File: config.mk
export PLATFORM = sky130hd
export DESIGN_NAME = motor_duty_ramp_controller_flat
export DESIGN_NICKNAME = d
export VERILOG_FILES = /design/src/rtl/mdrc_pkg.sv /design/src/rtl/mdrc_if.sv /design/src/rtl/motor_duty_ramp_controller.sv /design/src/flat_wrapper.sv
export SDC_FILE = /design/constraint.sdc
export NUM_CORES = 1
export LEC_CHECK = 0
export ABC_CLOCK_PERIOD_IN_PS = 18300
export CORE_UTILIZATION = 50
export CTS_CLUSTER_DIAMETER = 150
export DETAILED_ROUTE_END_ITERATION = 16
export DONT_BUFFER_PORTS = 1
export PLACE_DENSITY = 0.71
export SYNTH_ARGS = -nofsm -noshare
export SYNTH_HDL_FRONTEND = slang
export SYNTH_SLANG_ARGS = --single-unit
export TNS_END_PERCENT = 30
File: constraint.sdc
create_clock -name clk -period 18.3 [get_ports clk]
set_clock_uncertainty 0.1 [all_clocks]
set_input_delay 3.66 -clock clk [delete_from_list [all_inputs] [get_ports clk]]
set_output_delay 3.66 -clock clk [all_outputs]
set_load 0.02 [all_outputs]
File: src/rtl/mdrc_pkg.sv
// Shared constants, types and helpers for the motor duty ramp controller.
package mdrc_pkg;

    localparam int POS_W     = 16;
    localparam int DUTY_W    = 15;
    localparam int CMP_W     = 14;
    localparam int STEP_W    = 14;
    localparam int DIR_W     = 2;
    localparam int PADDR_W   = 2;
    localparam int PDATA_W   = 32;

    localparam int FULL_DUTY    = 10000;
    localparam int SPEED_MAX_CM = 50;
    localparam int SPEED_MIN_CM = 3;
    localparam int DUTY_PER_CM  = 200;
    localparam int STEP_RESET   = 200;

    // Byte address of the step register
    localparam logic [PADDR_W-1:0] ADDR_MAX_DUTY_CHANGE = PADDR_W'(0);

    typedef enum logic [DIR_W-1:0] {
        DIR_HOLD      = 2'd0,
        DIR_UP        = 2'd1,
        DIR_DOWN      = 2'd2,
        DIR_AT_TARGET = 2'd3
    } dir_t;

    // Distance cap: clamp distance to the speed window, scale, limit to full duty.
    function automatic logic [CMP_W-1:0] distance_cap(input logic [POS_W:0] span);
        logic [5:0]  clamped;
        logic [CMP_W:0] scaled;
        begin
            if (span > (POS_W+1)'(SPEED_MAX_CM))
                clamped = 6'(SPEED_MAX_CM);
            else if (span < (POS_W+1)'(SPEED_MIN_CM))
                clamped = 6'(SPEED_MIN_CM);
            else
                clamped = span[5:0];
            scaled = (CMP_W+1)'(clamped) * (CMP_W+1)'(DUTY_PER_CM);
            if (scaled > (CMP_W+1)'(FULL_DUTY))
                scaled = (CMP_W+1)'(FULL_DUTY);
            distance_cap = scaled[CMP_W-1:0];
        end
    endfunction

endpackage

File: src/rtl/mdrc_if.sv
// Valid/ready channel interfaces for control ticks and PWM results.
interface mdrc_tick_if;
    logic                                valid;
    logic                                ready;
    logic signed [mdrc_pkg::POS_W-1:0]   current_position;
    logic signed [mdrc_pkg::POS_W-1:0]   target_position;
    logic                                stop_request;

    modport source (output valid, current_position, target_position, stop_request,
                    input ready);
    modport sink   (input valid, current_position, target_position, stop_request,
                    output ready);
endinterface

interface mdrc_pwm_if;
    logic                          valid;
    logic                          ready;
    logic [mdrc_pkg::CMP_W-1:0]    up_compare;
    logic [mdrc_pkg::CMP_W-1:0]    down_compare;
    logic [mdrc_pkg::DIR_W-1:0]    direction_code;

    modport source (output valid, up_compare, down_compare, direction_code,
                    input ready);
    modport sink   (input valid, up_compare, down_compare, direction_code,
                    output ready);
endinterface

File: src/rtl/motor_duty_ramp_controller.sv
// Top level: trapezoidal duty ramp with PWM compare outputs and APB step register.
// Result: an accepted tick item's outputs are captured in the result register.
// Throughput: one item per cycle unless a pending result is stalled by pwm.ready;
//   the single duty register updates at each accepted tick.
// Input is taken whenever the result register is empty or being drained in the same cycle.
// Reset (rst_n low, asynchronous): duty cleared to zero, max_duty_change set to 200,
//   no result pending.
module motor_duty_ramp_controller (
    input  logic                                clk,
    input  logic                                rst_n,
    input  logic                                psel,
    input  logic                                penable,
    input  logic                                pwrite,
    input  logic [mdrc_pkg::PADDR_W-1:0]        paddr,
    input  logic [mdrc_pkg::PDATA_W-1:0]        pwdata,
    output logic [mdrc_pkg::PDATA_W-1:0]        prdata,
    output logic                                pready,
    mdrc_tick_if.sink                           tick,
    mdrc_pwm_if.source                          pwm
);

    // Widened arithmetic so that duty +/- step never wraps
    localparam int AW = mdrc_pkg::DUTY_W + 2;

    logic [mdrc_pkg::STEP_W-1:0]        step_reg;
    logic signed [mdrc_pkg::DUTY_W-1:0] duty_reg;
    logic signed [mdrc_pkg::DUTY_W-1:0] duty_next;

    logic                               out_valid_reg;
    logic [mdrc_pkg::CMP_W-1:0]         up_reg;
    logic [mdrc_pkg::CMP_W-1:0]         down_reg;
    mdrc_pkg::dir_t                     dir_reg;
    mdrc_pkg::dir_t                     dir_next;

    logic                               cfg_write;
    logic                               tick_fire;

    logic signed [mdrc_pkg::POS_W:0]    pos_ext;
    logic signed [mdrc_pkg::POS_W:0]    tgt_ext;
    logic                               move_up;
    logic                               move_down;
    logic [mdrc_pkg::POS_W:0]           span;
    logic [mdrc_pkg::CMP_W-1:0]         cap;
    logic signed [AW-1:0]               duty_ext;
    logic signed [AW-1:0]               step_ext;
    logic signed [AW-1:0]               cap_ext;
    logic signed [AW-1:0]               accel;
    logic signed [AW-1:0]               limited;
    logic signed [AW-1:0]               duty_wide;
    logic [mdrc_pkg::DUTY_W-1:0]        duty_mag;

    // ---------------------------------------------------------------
    // Configuration port: single step register, writes complete in access phase
    // ---------------------------------------------------------------
    assign pready    = 1'b1;
    assign cfg_write = psel && penable && pwrite && pready;

    always_ff @(posedge clk or negedge rst_n)
    begin
        if (!rst_n)
            step_reg <= mdrc_pkg::STEP_W'(mdrc_pkg::STEP_RESET);
        else if (cfg_write && paddr == mdrc_pkg::ADDR_MAX_DUTY_CHANGE)
            step_reg <= pwdata[mdrc_pkg::STEP_W-1:0];
    end

    always_comb
    begin
        if (paddr == mdrc_pkg::ADDR_MAX_DUTY_CHANGE)
            prdata = mdrc_pkg::PDATA_W'(step_reg);
        else
            prdata = '0;
    end

    // ---------------------------------------------------------------
    // Handshake: the result register frees up when it is empty or being taken
    // ---------------------------------------------------------------
    assign tick.ready = !out_valid_reg || pwm.ready;
    assign tick_fire  = tick.valid && tick.ready;

    // ---------------------------------------------------------------
    // Duty update
    // ---------------------------------------------------------------
    assign pos_ext   = (mdrc_pkg::POS_W+1)'(tick.current_position);
    assign tgt_ext   = (mdrc_pkg::POS_W+1)'(tick.target_position);
    assign move_up   = tgt_ext > pos_ext;
    assign move_down = tgt_ext < pos_ext;

    // Distance to go, always non-negative when moving
    assign span = move_up ? (mdrc_pkg::POS_W+1)'(tgt_ext - pos_ext)
                          : (mdrc_pkg::POS_W+1)'(pos_ext - tgt_ext);
    assign cap  = mdrc_pkg::distance_cap(span);

    assign duty_ext = AW'(duty_reg);
    assign step_ext = AW'(step_reg);
    assign cap_ext  = AW'(cap);

    // Accelerate in the wanted direction from the current duty
    assign accel   = move_up ? (duty_ext + step_ext) : (step_ext - duty_ext);
    assign limited = (cap_ext < accel) ? cap_ext : accel;

    always_comb
    begin
        duty_wide = '0;
        dir_next  = mdrc_pkg::DIR_AT_TARGET;
        if (tick.stop_request)
        begin
            // Ramp toward zero, snap once within one step
            dir_next = mdrc_pkg::DIR_HOLD;
            if (duty_ext >= step_ext)
                duty_wide = duty_ext - step_ext;
            else if (duty_ext <= -step_ext)
                duty_wide = duty_ext + step_ext;
            else
                duty_wide = '0;
        end
        else if (move_up)
        begin
            dir_next  = mdrc_pkg::DIR_UP;
            duty_wide = limited;
        end
        else if (move_down)
        begin
            dir_next  = mdrc_pkg::DIR_DOWN;
            duty_wide = -limited;
        end
    end

    // Magnitude stays within full duty, so the low bits hold the whole value
    assign duty_next = duty_wide[mdrc_pkg::DUTY_W-1:0];
    assign duty_mag  = duty_next[mdrc_pkg::DUTY_W-1] ? mdrc_pkg::DUTY_W'(-duty_next)
                                                     : mdrc_pkg::DUTY_W'(duty_next);

    always_ff @(posedge clk or negedge rst_n)
    begin
        if (!rst_n)
            duty_reg <= '0;
        else if (tick_fire)
            duty_reg <= duty_next;
    end

    // ---------------------------------------------------------------
    // Result register
    // ---------------------------------------------------------------
    always_ff @(posedge clk or negedge rst_n)
    begin
        if (!rst_n)
            out_valid_reg <= 1'b0;
        else if (tick_fire)
            out_valid_reg <= 1'b1;
        else if (pwm.ready)
            out_valid_reg <= 1'b0;
    end

    always_ff @(posedge clk)
    begin
        if (tick_fire)
        begin
            if (duty_next[mdrc_pkg::DUTY_W-1])
            begin
                up_reg   <= '0;
                down_reg <= duty_mag[mdrc_pkg::CMP_W-1:0];
            end
            else
            begin
                up_reg   <= duty_mag[mdrc_pkg::CMP_W-1:0];
                down_reg <= '0;
            end
            dir_reg <= dir_next;
        end
    end

    assign pwm.valid          = out_valid_reg;
    assign pwm.up_compare     = up_reg;
    assign pwm.down_compare   = down_reg;
    assign pwm.direction_code = dir_reg;

    // ---------------------------------------------------------------
    // Assertions
    // ---------------------------------------------------------------
    a_duty_bounded: assert property (@(posedge clk) disable iff (!rst_n)
        (duty_reg <= mdrc_pkg::DUTY_W'(mdrc_pkg::FULL_DUTY)) &&
        (duty_reg >= -(mdrc_pkg::DUTY_W'(mdrc_pkg::FULL_DUTY))))
        else $error("duty left the full-duty window");

    a_one_side_driven: assert property (@(posedge clk) disable iff (!rst_n)
        out_valid_reg |-> (up_reg == '0 || down_reg == '0))
        else $error("both PWM compare values non-zero");

    a_target_zero: assert property (@(posedge clk) disable iff (!rst_n)
        (tick_fire && !tick.stop_request &&
         tick.current_position == tick.target_position)
        |=> (duty_reg == '0 && up_reg == '0 && down_reg == '0))
        else $error("duty not zero at target");

    a_result_follows: assert property (@(posedge clk) disable iff (!rst_n)
        tick_fire |=> out_valid_reg)
        else $error("accepted tick produced no result");

endmodule
File: src/flat_wrapper.sv
// flat-port wrapper written by rule: the top's interface ports become plain ports
module motor_duty_ramp_controller_flat 
  (clk, rst_n, psel, penable, pwrite, paddr, pwdata, prdata, pready, tick_valid, tick_current_position, tick_target_position, tick_stop_request, tick_ready, pwm_valid, pwm_up_compare, pwm_down_compare, pwm_direction_code, pwm_ready);
  mdrc_tick_if tick_i ();
  mdrc_pwm_if pwm_i ();
  input  logic clk;
  input  logic rst_n;
  input  logic psel;
  input  logic penable;
  input  logic pwrite;
  input  logic [mdrc_pkg::PADDR_W-1:0] paddr;
  input  logic [mdrc_pkg::PDATA_W-1:0] pwdata;
  output logic [mdrc_pkg::PDATA_W-1:0] prdata;
  output logic pready;
  input wire logic [$bits(tick_i.valid)-1:0] tick_valid;
  input wire logic [$bits(tick_i.current_position)-1:0] tick_current_position;
  input wire logic [$bits(tick_i.target_position)-1:0] tick_target_position;
  input wire logic [$bits(tick_i.stop_request)-1:0] tick_stop_request;
  output wire logic [$bits(tick_i.ready)-1:0] tick_ready;
  output wire logic [$bits(pwm_i.valid)-1:0] pwm_valid;
  output wire logic [$bits(pwm_i.up_compare)-1:0] pwm_up_compare;
  output wire logic [$bits(pwm_i.down_compare)-1:0] pwm_down_compare;
  output wire logic [$bits(pwm_i.direction_code)-1:0] pwm_direction_code;
  input wire logic [$bits(pwm_i.ready)-1:0] pwm_ready;
  assign tick_i.valid = tick_valid;
  assign tick_i.current_position = tick_current_position;
  assign tick_i.target_position = tick_target_position;
  assign tick_i.stop_request = tick_stop_request;
  assign tick_ready = tick_i.ready;
  assign pwm_valid = pwm_i.valid;
  assign pwm_up_compare = pwm_i.up_compare;
  assign pwm_down_compare = pwm_i.down_compare;
  assign pwm_direction_code = pwm_i.direction_code;
  assign pwm_i.ready = pwm_ready;
  motor_duty_ramp_controller u_core (.clk(clk), .rst_n(rst_n), .psel(psel), .penable(penable), .pwrite(pwrite), .paddr(paddr), .pwdata(pwdata), .prdata(prdata), .pready(pready), .tick(tick_i), .pwm(pwm_i));
endmodule
== Yosys cells after proc, flatten, opt, wreduce, memory -nomap -nowiden ==
Index checks and enable logic that the tools add are counted.
Cells by class
  add/subtract/negate cells: 8
  multipliers: 1
  $lt $le $gt $ge: 8
  mux-type cells: 17
  reduce and logical (&&, ||, !) cells: 9
Operators by type and width (number)
  $mux W15: 6
  $mux W14: 3
  $mux W17: 2
  $sub A16 B16 Y17: 2
  $gt A17 B6 Y1 const B: 1
  $le A15 B17 Y1: 1
  $lt A15 B17 Y1: 1
  $lt A17 B2 Y1 const B: 1
  $neg A14 Y17: 1
  $add A15 B15 Y16: 1
  $gt A16 B16 Y1: 1
  $lt A16 B16 Y1: 1
  $sub A15 B15 Y16: 1
  $ge A15 B15 Y1: 1
  $neg A15 Y15: 1
  $sub A15 B15 Y15: 1
  $gt A14 B14 Y1 const B: 1
  $neg A14 Y14: 1
  $mux W6: 2
  $mul A6 B5 Y11 const B: 1
  $logic_and A1 B1 Y1: 4
  $mux W1: 4
  $logic_not A2 Y1: 1
  $reduce_bool A2 Y1: 1
  3 further kinds: 3
Storage, ports and cells
  register bits after elaboration: 60
  input port bits: 74
  output and inout bits: 65
  word-level logic and storage cells: 50

== Depth between registers and ports, before layout ==
  word-level depth: 16
  mapped depth: 51
  gate-level depth less buffers: 49

== Worst setup path after synthesis ==
Ideal clock, no wire load.
  path type: input to register
  start point: input port tick_target_position[4]
  end point: register u_core.down_reg (netlist bit u_core.pwm.down_compare[12]) (data pin)
  library setup time: 146 ps
  arrival time: 13109 ps
  data required time: 18054 ps
  slack: 4945 ps
  cell stages on the path: 45
  buffers on the path: 2
  path through: inv_1 > ha_1 > buf_6 > a21o_1 > a31oi_4 > a21oi_1 > or3_1 > a2111oi_0 > nand4_1 > o22a_1 > and4bb_4 > nand3_2 > nor2_1 > ha_1 > ha_1 > ha_1 > ha_1 > a211oi_1 > [... 9 more ...] > o21a_1 > o21a_1 > o21ai_0 > nor3_1 > o21a_1 > o211ai_1 > nand2_2 > buf_2 > nand2b_1 > ha_1 > nand4_1 > nor3_1 > o21ai_1 > o211a_1 > or3_4 > or3b_1 > or3_1 > a21oi_1
On the way
  cells in the longest elaborated chain, start to end: 16
  elaborated cells on any way between the ends: 21
  those cells by class: 4 x add/sub; 1 x mul; 6 x order compare; 10 x mux
RTL lines
  start: declaration: line flat_wrapper.sv:17  | input wire logic [$bits(tick_i.target_position)-1:0] tick_target_position;
  $sub A16 B16 Y17 (tied with other cells): line motor_duty_ramp_controller.sv:90  | : (mdrc_pkg::POS_W+1)'(pos_ext - tgt_ext);
  $mux W17: line motor_duty_ramp_controller.sv:89  | assign span = move_up ? (mdrc_pkg::POS_W+1)'(tgt_ext - pos_ext)
  $lt A17 B2 Y1: line mdrc_pkg.sv:35  | else if (span < (POS_W+1)'(SPEED_MIN_CM))
  $mux W6: line mdrc_pkg.sv:35
  $mux W6: line mdrc_pkg.sv:33  | if (span > (POS_W+1)'(SPEED_MAX_CM))
  $mul A6 B5 Y11: line mdrc_pkg.sv:39  | scaled = (CMP_W+1)'(clamped) * (CMP_W+1)'(DUTY_PER_CM);
  $gt A14 B14 Y1: line mdrc_pkg.sv:40  | if (scaled > (CMP_W+1)'(FULL_DUTY))
  $mux W14: line mdrc_pkg.sv:40
  $lt A15 B17 Y1: line motor_duty_ramp_controller.sv:99  | assign limited = (cap_ext < accel) ? cap_ext : accel;
  $mux W15: line motor_duty_ramp_controller.sv:99
  $neg A15 Y15: line motor_duty_ramp_controller.sv:124  | duty_wide = -limited;
  $mux W15: line motor_duty_ramp_controller.sv:121  | else if (move_down)
  $mux W15 (*): line motor_duty_ramp_controller.sv:116  | else if (move_up)
  $mux W15 (*): line motor_duty_ramp_controller.sv:105  | if (tick.stop_request)
  $neg A14 Y14: line motor_duty_ramp_controller.sv:130  | assign duty_mag = duty_next[mdrc_pkg::DUTY_W-1] ? mdrc_pkg::DUTY_W'(-duty_next)
  $mux W14: line motor_duty_ramp_controller.sv:130
  end signal: assignment: line motor_duty_ramp_controller.sv:161  | down_reg <= duty_mag[mdrc_pkg::CMP_W-1:0];
  end: declaration: line motor_duty_ramp_controller.sv:31  | logic [mdrc_pkg::CMP_W-1:0] down_reg;
Every way passes the cells marked *; elsewhere a longest branch is shown, timed or not.
A chain may end at the register's enable or synchronous reset.

== Worst setup path after layout ==
  start point: input port tick_target_position[3]
  end point: register u_core.down_reg (netlist bit u_core.pwm.down_compare[12]) (data pin)
Same word-level chain as after synthesis.

==> flow_metrics.tcl <==
set metrics [dict create \
    syn_to_final_growth_pct 3.735 \
    grt_max_degree 33 \
    synth_area_um2 9246 \
    maxCapViolCount 0 \
    cp.required_ps 18380 \
    layoutNonFillerInstCount 1368 \
    ctsResizeCount 0 \
    hpwl_um 19360 \
    vdd_drop_max_v 0.0001221 \
    port_buffers 0 \
    grt_pass1_wl_um 38970 \
    crit_path_frequent_cell "ha_1" \
    initial_core_util 0.5130 \
    relSlewSlack 0.1768 \
    min_period_over_period 0.8529 \
    synth.most_common_cell "ha_1" \
    cts-root-buf "clkbuf_16" \
    cts.sinks 60 \
    die_area_um2 19040 \
    wirelength_um 24570 \
    via_per_inst 6.230 \
    drt-wirelength-per-cell_um 17.96 \
    ant_nets 0 \
    dp_cells 1352 \
    path_max_fanout 20 \
    syn_avg_cell_area_um2 7.930 \
    max_stage_delay_ps 710 \
    grtUsageTotal 0.2608 \
    timing.setup.tns_ps 0 \
    status "complete, no violations" \
    r2r_slack_ps 9880 \
    antenna_cells 0 \
    ys_top_cells_by_count "ha_1 (125), nor2_1 (104), inv_1 (100)" \
    final-hold-violation-count 0 \
    drt_pass1_iterations 6 \
    synthFlopType "edfxtp_1" \
    critPathSlowestCell "a311oi_2" \
    grt_pass1_vias 7723 \
    post_cts_buffers 0 \
    antenna_found_initial 0 \
    synth_area_leaders "ha_1 (17%), edfxtp_1 (9.7%), dfrtp_1 (7.3%), nor2_1 (4.2%), inv_1 (4.1%)" \
    ys_seq_area_frac 0.1790 \
    crit_type "in -> reg" \
    critPathLaunch "tick_target_position[3]" \
    cts_tree "yes" \
    cp-end-kind "flip-flop" \
    drv_slew 0 \
    setup_viol 0 \
    place_congestion 0.9251 \
    ys_types 96 \
    rsz0062_at_grt "no" \
    die_w_um 138.0 \
    path_clk_slew_ps 60 \
    ioPinCount 139 \
    hold_path.startpoint "u_core.duty_reg[0]$_DFFE_PN0P_" \
    final_layout_size_suffix_gt1_frac 0.07287 \
    worstMarginPinSlew_ps 1233 \
    synth_top_area_share 0.1691 \
    timing.fmax_mhz 64.07 \
    r2r-start "u_core.duty_reg[1]$_DFFE_PN0P_" \
    drtIter0Drc 650 \
    layout.area.seq_um2 1655 \
    reg2reg_depth 29 \
    clkLatencyLatePin_ps 340 \
    startpoint_type "input port" \
    synthCells 1166 \
    die_h_um 138.0 \
    via_count 8523 \
    drcViolationCount 0 \
    r2r-end "u_core.pwm.down_compare[12]$_SDFFCE_PP0P_" \
    design_area_um2 9592 \
    leakagePower_nw 4.335 \
    critPathCapture "u_core.pwm.down_compare[12]$_SDFFCE_PP0P_" \
    overflow 0 \
    async_flop_share 0.5000 \
    worstPathArrival_ps 15690 \
    synth_area_leader_cell "ha_1" \
    ys_ff_latch 60 \
    multiInputGateArea_um2 6890 \
    core_um2 18020 \
    cts_buffers 9 \
    synth_edf_count 30 \
    num_rows 49 \
    largest_reg_flops 15 \
    nNetsFinal 1339 \
    ys.warnings.count 0 \
    nFillCells 1744 \
    hold_buffers 0 \
    ctsLongestPathBuffers 2 \
    power.density_nw_per_um2 170.2 \
    placed_area_um2 9268 \
    post-route-min-period_ps 15610 \
    htreeDepth 3 \
    worstHoldPathType "reg -> reg" \
]
==> layout make-up <==
class / instances / share of cell area
tap: 229 / 0.02987
sequential: 60 / 0.1726
clock inverter: 7 / 0.01031
inverter: 102 / 0.03992
multi-input combinational: 954 / 0.7184
timing repair buffer: 7 / 0.005479
clock buffer: 9 / 0.02348
==> layout by cell type, fill, tap and decap left out, drive strengths merged, types with 5 or more instances in the layout <==
cell type	netlist	final
a21oi	76	76
nand2b	14	14
and3	6	6
nand3	34	34
or3	10	10
o211a	7	7
o211ai	13	13
or2	5	5
o221ai	8	8
nand4	20	20
ha	125	125
clkbuf	30	9
nor2	105	105
o21ai	69	69
a21o	31	31
nor3	41	41
xor2	20	20
a2111oi	6	6
o21a	22	22
mux2	17	17
a31oi	17	17
xnor2	39	39
dfrtp	27	27
a211oi	8	8
o31ai	12	12
o21bai	10	10
buf	37	7
nor4	9	9
o22ai	11	11
edfxtp	30	30
fa	6	6
conb	2	19
nor2b	17	17
mux2i	16	16
inv	101	103
and2	19	19
o31a	8	8
nand2	77	77
==> cells by family after synthesis <==
| family | after synthesis | synth area share |
|---|---|---|
| and+or+nand+nor | 371 | 0.2050 |
| AOI/OAI and AO/OA | 341 | 0.2540 |
| buffers and inverters | 169 | 0.08268 |
| adders and majority gates | 131 | 0.1821 |
| DFF | 60 | 0.1790 |
| xor gates and xnor gates | 59 | 0.05751 |
| muxes | 33 | 0.03884 |
| other | 2 | 0.0008122 |
==> worst max-delay path: cells and delay by family <==
family                     cells  cell delay, ps
adders and majority gates      7            2530
and+or+nand+nor               15            3840
xor gates and xnor gates       1             460
buffers and inverters          2              50
AOI/OAI and AO/OA             17            5110
==> routing by layer <==
metal,up-vias,GRT usage,share of wire,wire [um]
met5,-,0,0,0
met4,0,0.08092,0.022,529
met3,37,0.03545,0.064,1574
met2,340,0.4364,0.47,11460
met1,4027,0.3452,0.45,11000
li1,4119,-,-,-
==> stage by stage <==
step           utilization  hold WS [ps]  setup slack [ps]  total power [W]
6_report            0.5321         463.8              2693         0.001632
5_1_grt             0.5321         520.4              1934         0.001754
4_1_cts             0.5321         475.4              2960         0.001609
3_5_place_dp        0.5142         463.9              2659         0.001419
3_3_place_gp        0.5142         439.6              2693         0.001399
2_1_floorplan            -         404.6              4945         0.001133
==> worst min-delay path by stage <==
stage                                           endpoint  slack, ps  depth (start not counted)
after floorplan           u_core.duty_reg[0]$_DFFE_PN0P_        400                          2
after global placement    u_core.duty_reg[0]$_DFFE_PN0P_        440                          2
after detailed placement  u_core.duty_reg[0]$_DFFE_PN0P_        460                          2
after global routing      u_core.duty_reg[0]$_DFFE_PN0P_        520                          2
after CTS                 u_core.duty_reg[0]$_DFFE_PN0P_        480                          2
final                     u_core.duty_reg[0]$_DFFE_PN0P_        460                          2
==> report_power, final <==
group | switching [W] | internal [W] | leakage (nW)
Clock | 0.0000632 | 0.000120 | 0.156
Sequential | 0.0000754 | 0.000207 | 0.661
Combinational | 0.000733 | 0.000434 | 3.52
Total | 0.000871 | 0.000761 | 4.34
(Power assumes the default switching activity.)
